<file path="src/hdl/u8cd_pkg.sv">
// ----------------------------------------------------------------------------
// u8cd_pkg
// Shared widths, constants and types for the UTF-8 codepoint decoder.
// ----------------------------------------------------------------------------
package u8cd_pkg;

   localparam int unsigned CP_W    = 21;
   localparam int unsigned BYTE_W  = 8;

   // replacement character '?'
   localparam logic [CP_W-1:0] QMARK_CP = CP_W'(63);

   // glyph atlas covers 32..255
   localparam logic [CP_W-1:0] ATLAS_LO = CP_W'(32);
   localparam logic [CP_W-1:0] ATLAS_HI = CP_W'(255);

   // lead and continuation byte patterns
   localparam logic [BYTE_W-1:0] CONT_MASK  = 8'hC0;
   localparam logic [BYTE_W-1:0] CONT_CODE  = 8'h80;
   localparam logic [BYTE_W-1:0] LEAD2_MASK = 8'hE0;
   localparam logic [BYTE_W-1:0] LEAD2_CODE = 8'hC0;
   localparam logic [BYTE_W-1:0] LEAD3_MASK = 8'hF0;
   localparam logic [BYTE_W-1:0] LEAD3_CODE = 8'hE0;
   localparam logic [BYTE_W-1:0] LEAD4_MASK = 8'hF8;
   localparam logic [BYTE_W-1:0] LEAD4_CODE = 8'hF0;

   // Results caused by one byte: n_qmark '?' results, then the codepoint
   // if has_cp. Also carries the decoder state left behind.
   typedef struct packed {
      logic [2:0]      n_qmark;
      logic            has_cp;
      logic [CP_W-1:0] cp;
      logic [CP_W-1:0] partial;
      logic [1:0]      cont_exp;
      logic [1:0]      cont_seen;
   } burst_type;

   function automatic logic in_atlas_f(input logic [CP_W-1:0] cp);
      return (cp >= ATLAS_LO) && (cp <= ATLAS_HI);
   endfunction

endpackage

</file>
<file path="src/hdl/utf8_codepoint_decoder.sv">
// Path: input register, then decode, then output register.
// Throughput: one byte per cycle while each byte gives at most one result and
//   rsp_stall is low; a byte giving k results (k up to 4) holds the input
//   register until its last beat is taken, one result beat per cycle unless stalled.
// Reset: synchronous, active high; clears the beat valids, the result index
//   and the open-sequence state.
// ----------------------------------------------------------------------------
// utf8_codepoint_decoder
// Streaming UTF-8 to codepoint decoder with glyph atlas range flag.
// ----------------------------------------------------------------------------
module utf8_codepoint_decoder
   import u8cd_pkg::*;
(
   input  logic            clock,
   input  logic            reset,
   input  logic            req_valid,
   output logic            req_stall,
   input  logic [7:0]      req_text_byte,
   input  logic            req_end_of_text,
   output logic            rsp_valid,
   input  logic            rsp_stall,
   output logic [CP_W-1:0] rsp_codepoint,
   output logic            rsp_in_atlas,
   output logic            rsp_last_of_text
);

   // input register
   logic            s1_valid_ff, s1_valid_in;
   logic [7:0]      s1_byte_ff;
   logic            s1_end_ff;

   // decoder state
   logic [CP_W-1:0] partial_ff, partial_in;
   logic [1:0]      exp_ff, exp_in;
   logic [1:0]      seen_ff, seen_in;

   // index of the next result within the current byte's burst
   logic [1:0]      idx_ff, idx_in;

   // output register
   logic            out_valid_ff, out_valid_in;
   logic [CP_W-1:0] out_cp_ff, out_cp_in;
   logic            out_atlas_ff, out_atlas_in;
   logic            out_last_ff, out_last_in;

   burst_type       burst;
   logic [2:0]      total;
   logic            is_last_idx;
   logic            out_free;
   logic            emit;
   logic            s1_done;
   logic [CP_W-1:0] sel_cp;

   // ---------------- decode of the registered byte ----------------
   always_comb begin
      logic            cont;
      logic [1:0]      seen_inc;
      logic [CP_W-1:0] shifted;
      burst = '0;
      cont     = (s1_byte_ff & CONT_MASK) == CONT_CODE;
      seen_inc = seen_ff + 2'd1;
      shifted  = {partial_ff[CP_W-7:0], s1_byte_ff[5:0]};
      if ((exp_ff != 2'd0) && cont) begin
         if (seen_inc == exp_ff) begin
            burst.has_cp = 1'b1;
            burst.cp     = shifted;
         end else begin
            burst.partial   = shifted;
            burst.cont_exp  = exp_ff;
            burst.cont_seen = seen_inc;
         end
      end else begin
         // a broken sequence gives '?' for its lead and each continuation
         if (exp_ff != 2'd0) begin
            burst.n_qmark = 3'd1 + {1'b0, seen_ff};
         end
         priority if (!s1_byte_ff[7]) begin
            burst.has_cp = 1'b1;
            burst.cp     = CP_W'(s1_byte_ff);
         end else if ((s1_byte_ff & LEAD2_MASK) == LEAD2_CODE) begin
            burst.partial  = CP_W'(s1_byte_ff[4:0]);
            burst.cont_exp = 2'd1;
         end else if ((s1_byte_ff & LEAD3_MASK) == LEAD3_CODE) begin
            burst.partial  = CP_W'(s1_byte_ff[3:0]);
            burst.cont_exp = 2'd2;
         end else if ((s1_byte_ff & LEAD4_MASK) == LEAD4_CODE) begin
            burst.partial  = CP_W'(s1_byte_ff[2:0]);
            burst.cont_exp = 2'd3;
         end else begin
            burst.n_qmark = burst.n_qmark + 3'd1;
         end
      end
      // end of text flushes whatever is still open; no codepoint pending then
      if (s1_end_ff && (burst.cont_exp != 2'd0)) begin
         burst.n_qmark   = burst.n_qmark + 3'd1 + {1'b0, burst.cont_seen};
         burst.partial   = '0;
         burst.cont_exp  = 2'd0;
         burst.cont_seen = 2'd0;
      end
   end

   assign total       = burst.n_qmark + {2'b00, burst.has_cp};
   assign is_last_idx = ({1'b0, idx_ff} + 3'd1) == total;
   assign out_free    = !out_valid_ff || !rsp_stall;
   assign emit        = s1_valid_ff && (total != 3'd0) && out_free;
   assign s1_done     = s1_valid_ff && ((total == 3'd0) || (out_free && is_last_idx));
   assign req_stall   = s1_valid_ff && !s1_done;

   // '?' beats come first, the codepoint last
   assign sel_cp = ({1'b0, idx_ff} < burst.n_qmark) ? QMARK_CP : burst.cp;

   // ---------------- next values ----------------
   always_comb begin
      s1_valid_in  = s1_valid_ff;
      partial_in   = partial_ff;
      exp_in       = exp_ff;
      seen_in      = seen_ff;
      idx_in       = idx_ff;
      out_valid_in = out_valid_ff;
      out_cp_in    = out_cp_ff;
      out_atlas_in = out_atlas_ff;
      out_last_in  = out_last_ff;

      if (out_free) begin
         out_valid_in = emit;
      end
      if (emit) begin
         out_cp_in    = sel_cp;
         out_atlas_in = in_atlas_f(sel_cp);
         out_last_in  = s1_end_ff && is_last_idx;
         idx_in       = idx_ff + 2'd1;
      end
      if (s1_done) begin
         partial_in  = burst.partial;
         exp_in      = burst.cont_exp;
         seen_in     = burst.cont_seen;
         idx_in      = 2'd0;
         s1_valid_in = 1'b0;
      end
      if (req_valid && !req_stall) begin
         s1_valid_in = 1'b1;
      end
   end

   // ---------------- registers ----------------
   always_ff @(posedge clock) begin
      if (reset) begin
         s1_valid_ff  <= 1'b0;
         partial_ff   <= '0;
         exp_ff       <= 2'd0;
         seen_ff      <= 2'd0;
         idx_ff       <= 2'd0;
         out_valid_ff <= 1'b0;
      end else begin
         s1_valid_ff  <= s1_valid_in;
         partial_ff   <= partial_in;
         exp_ff       <= exp_in;
         seen_ff      <= seen_in;
         idx_ff       <= idx_in;
         out_valid_ff <= out_valid_in;
      end
   end

   always_ff @(posedge clock) begin
      if (req_valid && !req_stall) begin
         s1_byte_ff <= req_text_byte;
         s1_end_ff  <= req_end_of_text;
      end
      out_cp_ff    <= out_cp_in;
      out_atlas_ff <= out_atlas_in;
      out_last_ff  <= out_last_in;
   end

   assign rsp_valid        = out_valid_ff;
   assign rsp_codepoint    = out_cp_ff;
   assign rsp_in_atlas     = out_atlas_ff;
   assign rsp_last_of_text = out_last_ff;

`ifndef SYNTHESIS
   // result index stays inside the burst of the byte being decoded
   a_idx_in_burst: assert property (@(posedge clock) disable iff (reset)
      (s1_valid_ff && (total != 3'd0)) |-> ({1'b0, idx_ff} < total))
      else $error("result index past end of burst");

   // an end-of-text byte leaves no sequence open
   a_end_clears: assert property (@(posedge clock) disable iff (reset)
      (s1_done && s1_end_ff) |=> ((exp_ff == 2'd0) && (seen_ff == 2'd0)))
      else $error("sequence still open after end of text");

   // continuation count stays below the expected count
   a_seen_range: assert property (@(posedge clock) disable iff (reset)
      ((seen_ff < exp_ff) || ((exp_ff == 2'd0) && (seen_ff == 2'd0))))
      else $error("continuation count out of range");
`endif

endmodule
</file>
<file path="config.mk">
export PLATFORM = sky130hd
export DESIGN_NAME = utf8_codepoint_decoder
export DESIGN_NICKNAME = d
export VERILOG_FILES = /design/src/hdl/u8cd_pkg.sv /design/src/hdl/utf8_codepoint_decoder.sv
export SDC_FILE = /design/constraint.sdc
export NUM_CORES = 1
export LEC_CHECK = 0
export ABC_AREA = 1
export ABC_CLOCK_PERIOD_IN_PS = 4900
export BUFFER_PORTS_ARGS = -buffer_cell sky130_fd_sc_hd__buf_2
export CORE_ASPECT_RATIO = 0.75
export CORE_MARGIN = 3
export CORE_UTILIZATION = 57
export DETAILED_ROUTE_END_ITERATION = 6
export GPL_ROUTABILITY_DRIVEN = 0
export PLACE_DENSITY = 0.87
export SLEW_MARGIN = 20
export SYNTH_ARGS = -nofsm -noshare
export SYNTH_HDL_FRONTEND = slang
export SYNTH_SLANG_ARGS = --single-unit
</file>
<file path="constraint.sdc">
create_clock -name clock -period 4.9 [get_ports clock]
set_input_delay 0.98 -clock clock [delete_from_list [all_inputs] [get_ports clock]]
set_output_delay 0.98 -clock clock [all_outputs]
set_load 0.005 [all_outputs]
</file>
# After elaboration in Yosys (flattened, before gate mapping)
# Cells that the tools add are included.
[word_totals]
output_inout_bits = 25
register_bits = 55
elab_cells = 71
input_bits = 13
[op_classes]
order_cmp = 3
addsub = 8
n_reduce_logical = 22
mux = 21
eq_ne = 6
[ops]
columns = ["op", "n"]
rows = [
  ["$mux W45", 1],
  ["$mux W22", 2],
  ["$mux W25", 1],
  ["$mux W3", 8],
  ["$ge A21 B6 Y1 const B", 1],
  ["$le A21 B8 Y1 const B", 1],
  ["$mux W21", 1],
  ["$mux W19", 1],
  ["$mux W7", 2],
  ["$logic_and A1 B1 Y1", 10],
  ["$add A3 B1 Y3 const B", 2],
  ["$mux W6", 1],
  ["$reduce_bool A2 Y1", 3],
  ["$eq A5 B5 Y1 const B", 1],
  ["$mux W5", 1],
  ["$add A2 B1 Y2 const B", 2],
  ["$eq A4 B4 Y1 const B", 1],
  ["$logic_not A1 Y1", 4],
  ["$add A1 B2 Y3 const A", 1],
  ["$add A2 B1 Y3 const B", 1],
  ["$add A3 B1 Y3", 1],
  ["$add A3 B2 Y3", 1],
  ["$eq A3 B3 Y1", 1],
  ["$eq A3 B3 Y1 const B", 1],
  ["9 further kinds", 11],
]

# Logic depth before layout (Yosys ltp)
[logic_depth]
ltp_word = 22
depth_mapped = 24
depth_no_buf = 23

# Worst setup path after synthesis
# Ideal clock, no wire load.
[synth_path]
kind = "register to output"
start = "register seen_ff[0]"
end = "output port req_stall"
n_path_buf = 2
arrival_time_ps = 2819
path_slack_ps = 1101
required_ps = 3920
path_stages_with_launch = 22
cell_sequence = "dfxtp_1 ha_1 inv_1 nand2_1 nand2_1 nand2_2 nand2_2 nand3_2 nand2_2 buf_1 nand2_1 o21ai_0 inv_1 ha_1 xor2_1 nor2_1 nand3_2 nand2_2 buf_6 inv_1 nand2_1 inv_1"
[synth_via]
elab_chain_len = 19
word_cells_on_any_way = 28
classes_between = "6 x add/sub; 2 x eq/ne; 12 x mux; 8 x reduce/logical"
[synth_rtl]
columns = ["element", "line", "source"]
rows = [
  ["from (decl)", "utf8_codepoint_decoder.sv:35", "logic [1:0] seen_ff, seen_in;"],
  ["from (signal assigned)", "utf8_codepoint_decoder.sv:158", "seen_ff <= seen_in;"],
  ["$add A1 B2 Y3", "utf8_codepoint_decoder.sv:75", "burst.n_qmark = 3'd1 + {1'b0, seen_ff};"],
  ["$mux W3", "utf8_codepoint_decoder.sv:74", "if (exp_ff != 2'd0) begin"],
  ["$mux W3", "utf8_codepoint_decoder.sv:63", "if ((exp_ff != 2'd0) && cont) begin"],
  ["$add A3 B1 Y3", "utf8_codepoint_decoder.sv:90", "burst.n_qmark = burst.n_qmark + 3'd1;"],
  ["$mux W3", "utf8_codepoint_decoder.sv:86", "end else if ((s1_byte_ff & LEAD4_MASK) == LEAD4_CODE) begin"],
  ["$mux W3", "utf8_codepoint_decoder.sv:83", "end else if ((s1_byte_ff & LEAD3_MASK) == LEAD3_CODE) begin"],
  ["$mux W3", "utf8_codepoint_decoder.sv:80", "end else if ((s1_byte_ff & LEAD2_MASK) == LEAD2_CODE) begin"],
  ["$mux W3", "utf8_codepoint_decoder.sv:77", "priority if (!s1_byte_ff[7]) begin"],
  ["[3 not listed]", "--", ""],
  ["$mux W3", "utf8_codepoint_decoder.sv:94", "if (s1_end_ff && (burst.cont_exp != 2'd0)) begin"],
  ["$add A3 B1 Y3 (*)", "utf8_codepoint_decoder.sv:102", "assign total = burst.n_qmark + {2'b00, burst.has_cp};"],
  ["$eq A3 B3 Y1", "utf8_codepoint_decoder.sv:103", "assign is_last_idx = ({1'b0, idx_ff} + 3'd1) == total;"],
  ["$logic_and A1 B1 Y1", "utf8_codepoint_decoder.sv:106", "assign s1_done = s1_valid_ff && ((total == 3'd0) || (out_free && is_last_idx));"],
  ["$logic_or A1 B1 Y1 (*)", "utf8_codepoint_decoder.sv:106", ""],
  ["$logic_and A1 B1 Y1 (*)", "utf8_codepoint_decoder.sv:106", ""],
  ["$logic_not A1 Y1 (*)", "utf8_codepoint_decoder.sv:107", "assign req_stall = s1_valid_ff && !s1_done;"],
  ["$logic_and A1 B1 Y1 (*)", "utf8_codepoint_decoder.sv:107", ""],
  ["to (decl)", "utf8_codepoint_decoder.sv:17", "output logic req_stall,"],
]
# Mark *: on every way between the ends. The rest lies on a longest branch, timed or not. The select of a mux whose other input is x is not followed.

# Final worst setup path
# Same ends and word-level chain as after synthesis.

==> impl_metrics.tcl <==
set metrics [dict create \
    skew_ns 0.00349 \
    synth_cell_types 31 \
    synth_area_mm2 0.00291 \
    critPathMaxStageDelay_ns 0.37 \
    grt_use_total_pct 21.9 \
    root_buffer "clkbuf_8" \
    finalCritPeriodShare_pct 92.6 \
    cp_max_fo 12 \
    ant_nets 0 \
    setup_viol 0 \
    seq_area_frac_synth_pct 48.8 \
    hold_viol 0 \
    final_max_slew_viol_count 0 \
    place_ws_ns 0.662 \
    hpwl_um 4450 \
    grt_start_max_net_pins 39 \
    layout.cells.non_filler 447 \
    place.port_buffers 37 \
    antenna_found_initial 0 \
    synth-warning-count 0 \
    clk_latency_ns 0.31 \
    cp-start-kind "register" \
    drt-pass1-iter-count 5 \
    h-tree-depth 2 \
    die_area_mm2 0.00601 \
    crit_type "reg -> out" \
    core_area_mm2 0.00468 \
    p_leak_nw 1.41 \
    yosys.area_share.simple_pct 30.4 \
    drive_above_1_share_pct 19.7 \
    num_rows 21 \
    cpMaxStageDelayCell "dfxtp_2" \
    ioPinCount 38 \
    cp-end-kind "output port" \
    num_vias 2476 \
    clock-sinks 55 \
    most-common-layout-cells "69 x nand2_1, 44 x nor2_1, 42 x nand3_1" \
    clk_path_buf_depth 2 \
    grt_pass1_vias 2222 \
    layout_commonest_cell "nand2_1" \
    grt-ovfl-total 0 \
    drc 0 \
    ys_seq_elements 55 \
    dieWidth_um 88.5 \
    drv_cap 0 \
    hold_path.class "reg -> reg" \
    tns_ns 0 \
    status "completed" \
    rsz0062_at_grt "no" \
    yosys-mux-area-fraction_pct 0 \
    grt_pass1_wl_um 10000 \
    syn_inst 356 \
    drt_iter0_drc 240 \
    synth_top_family_by_area "simple AND/OR/NAND/NOR gates" \
    critPathArrivalTime_ns 3.56 \
    vias_per_cell 5.54 \
    clk_pin_slew_ns 0.10 \
    crit_family "adder cells" \
    cts_made_buffers 5 \
    nNetsFinal 408 \
    postCtsHoldBufs 0 \
    irDropWorstVdd_mv 0.534 \
    worst_slew_pin_slew_ns 0.896 \
    period_needed_ns 4.54 \
    syn2layout_area_growth_pct 9.80 \
    power_density_mw_per_mm2 767 \
    cts_tree "done" \
    synth_nets 375 \
    synth_fa_ha_area_share_pct 2.58 \
    start_util_pct 62.2 \
    dieHeight_um 67.9 \
    postSynthAreaPerCell_um2 8.17 \
    synth_compound_area_share_pct 8.64 \
    synth-xor-area-share_pct 0.602 \
    crit_buf_inv 6 \
    placedCellCount 439 \
    critPathRequiredTime_ns 3.92 \
    crit_chain "ha_1, inv_1, nand2_1, nand2_1, nand2_2, nand2_2, inv_1, nand2_1, nand2_1, ha_1, o21ai_0, inv_1, ha_1, xor2_1, nor2_1, nand3_2, nand2_2, inv_1, nand2_1, inv_1, buf_2" \
    diodes 0 \
    slew_headroom_pct 40.2 \
    whs_ns 0.492 \
    fmax_ghz 0.220 \
    final.setup.worst_slack_ns 0.364 \
    post_drt_wl_per_cell_um 13.7 \
    finalWirelength_um 6140 \
]
[report_power, final]
part	switching (mW)	total [mW]	leakage [nW]	internal, mW
sequential	0.0996	0.821	0.492	0.721
clock	0.152	0.255	0.0418	0.103
combinational	0.943	1.37	0.880	0.432
total	1.19	2.45	1.41	1.26
[worst paths after layout]
| path | from | end | slack [ns] | depth (start not counted) |
|---|---|---|---|---|
| min | partial_ff[13] | partial_ff[13] | 0.49 | 2 |
| max | seen_ff[0] | req_stall | 0.36 | 21 |
| min reg2reg | partial_ff[13] | partial_ff[13] | 0.49 | 2 |
| max reg2reg | seen_ff[0] | s1_byte_ff[4] | 0.81 | 21 |
[cells in the mapped netlist]
cell	instances	area, um^2
buf_4	1	7.51
nand2_2	7	43.8
edfxtp_1	32	961
clkinv_1	1	3.75
and2_1	1	6.26
o21ai_0	12	60.1
nor2_1	44	165
a21oi_1	24	120
nand3_2	10	100
nor3_2	1	10.0
buf_1	4	15.0
o21ai_2	1	8.76
nor3_1	10	50.1
a22oi_1	1	7.51
nand3_1	42	210
buf_6	3	33.8
inv_2	5	18.8
nor2_4	2	22.5
dfxtp_1	23	460
xnor2_1	1	8.76
inv_1	41	154
a21oi_2	1	8.76
nand2_4	1	11.3
a21oi_4	1	16.3
o211ai_1	4	30.0
nand2_1	69	259
clkbuf_1	2	7.51
xor2_1	1	8.76
ha_1	6	75.1
nand4_1	1	6.26
buf_2	4	20.0
[routing by layer]
metal / GRT usage, % / share of wire (%) / vias to the layer above
li1: - / - / 1241
met1: 28.7 / 45 / 1135
met2: 34.9 / 44 / 88
met3: 6.98 / 8.8 / 12
met4: 6.60 / 2.1 / 0
met5: 0 / 0 / -
[logic make-up after synthesis]
kind of cell	Yosys count
flops	55
fa+ha+maj	6
simple gates	188
compound gates	44
buf+inv	61
xor+xnor	2
[cell type report]
type                    count  area [um^2]
multi-input cells         240         1230
clock inverters             2         16.3
flip-flops and latches     55         1420
inverters                  47          176
repair buffers             40          208
fillers                   398         1480
clock buffers               6         72.6
well taps                  57         71.3
[metrics by stage]
stage | power [mW] | util [%] | cell area [um^2]
final | 2.45 | 68.3 | 3200
after global routing | 2.67 | 68.3 | 3200
after CTS | 2.44 | 68.3 | 3190
after detailed placement | 2.19 | 66.4 | 3110
after global placement | 2.13 | 66.4 | 3110
after floorplan | 1.99 | - | 2910
[registers in the layout, summed over array words and instances (netlist names)]
name / count
s1_end_ff: 1
rsp_valid: 1
rsp_codepoint: 21
s1_valid_ff: 1
s1_byte_ff: 8
rsp_last_of_text: 1
rsp_in_atlas: 1
idx_ff: 2
partial_ff: 15
exp_ff: 2
seen_ff: 2
[worst reg2reg max path, stage by stage (launching register included)]
cell,delay [ns]
dfxtp_2,0.37
ha_1,0.34
inv_1,0.13
nand2_1,0.07
nand2_1,0.07
nand2_2,0.06
nand2_2,0.13
inv_1,0.20
nand2_1,0.10
nand2_1,0.07
ha_1,0.27
o21ai_0,0.29
inv_1,0.09
ha_1,0.33
xor2_1,0.15
nor2_1,0.15
nand3_2,0.09
nand2_2,0.07
inv_1,0.04
nand2_1,0.06
inv_1,0.05
nor2_1,0.60
[what timing repair did]
item,4_1_cts,5_1_grt
resized for setup,0,1
buffers inserted,0,0
endpoints found under the setup margin,0,1
endpoints found under the hold margin,0,0
(Power assumes the default switching activity.)
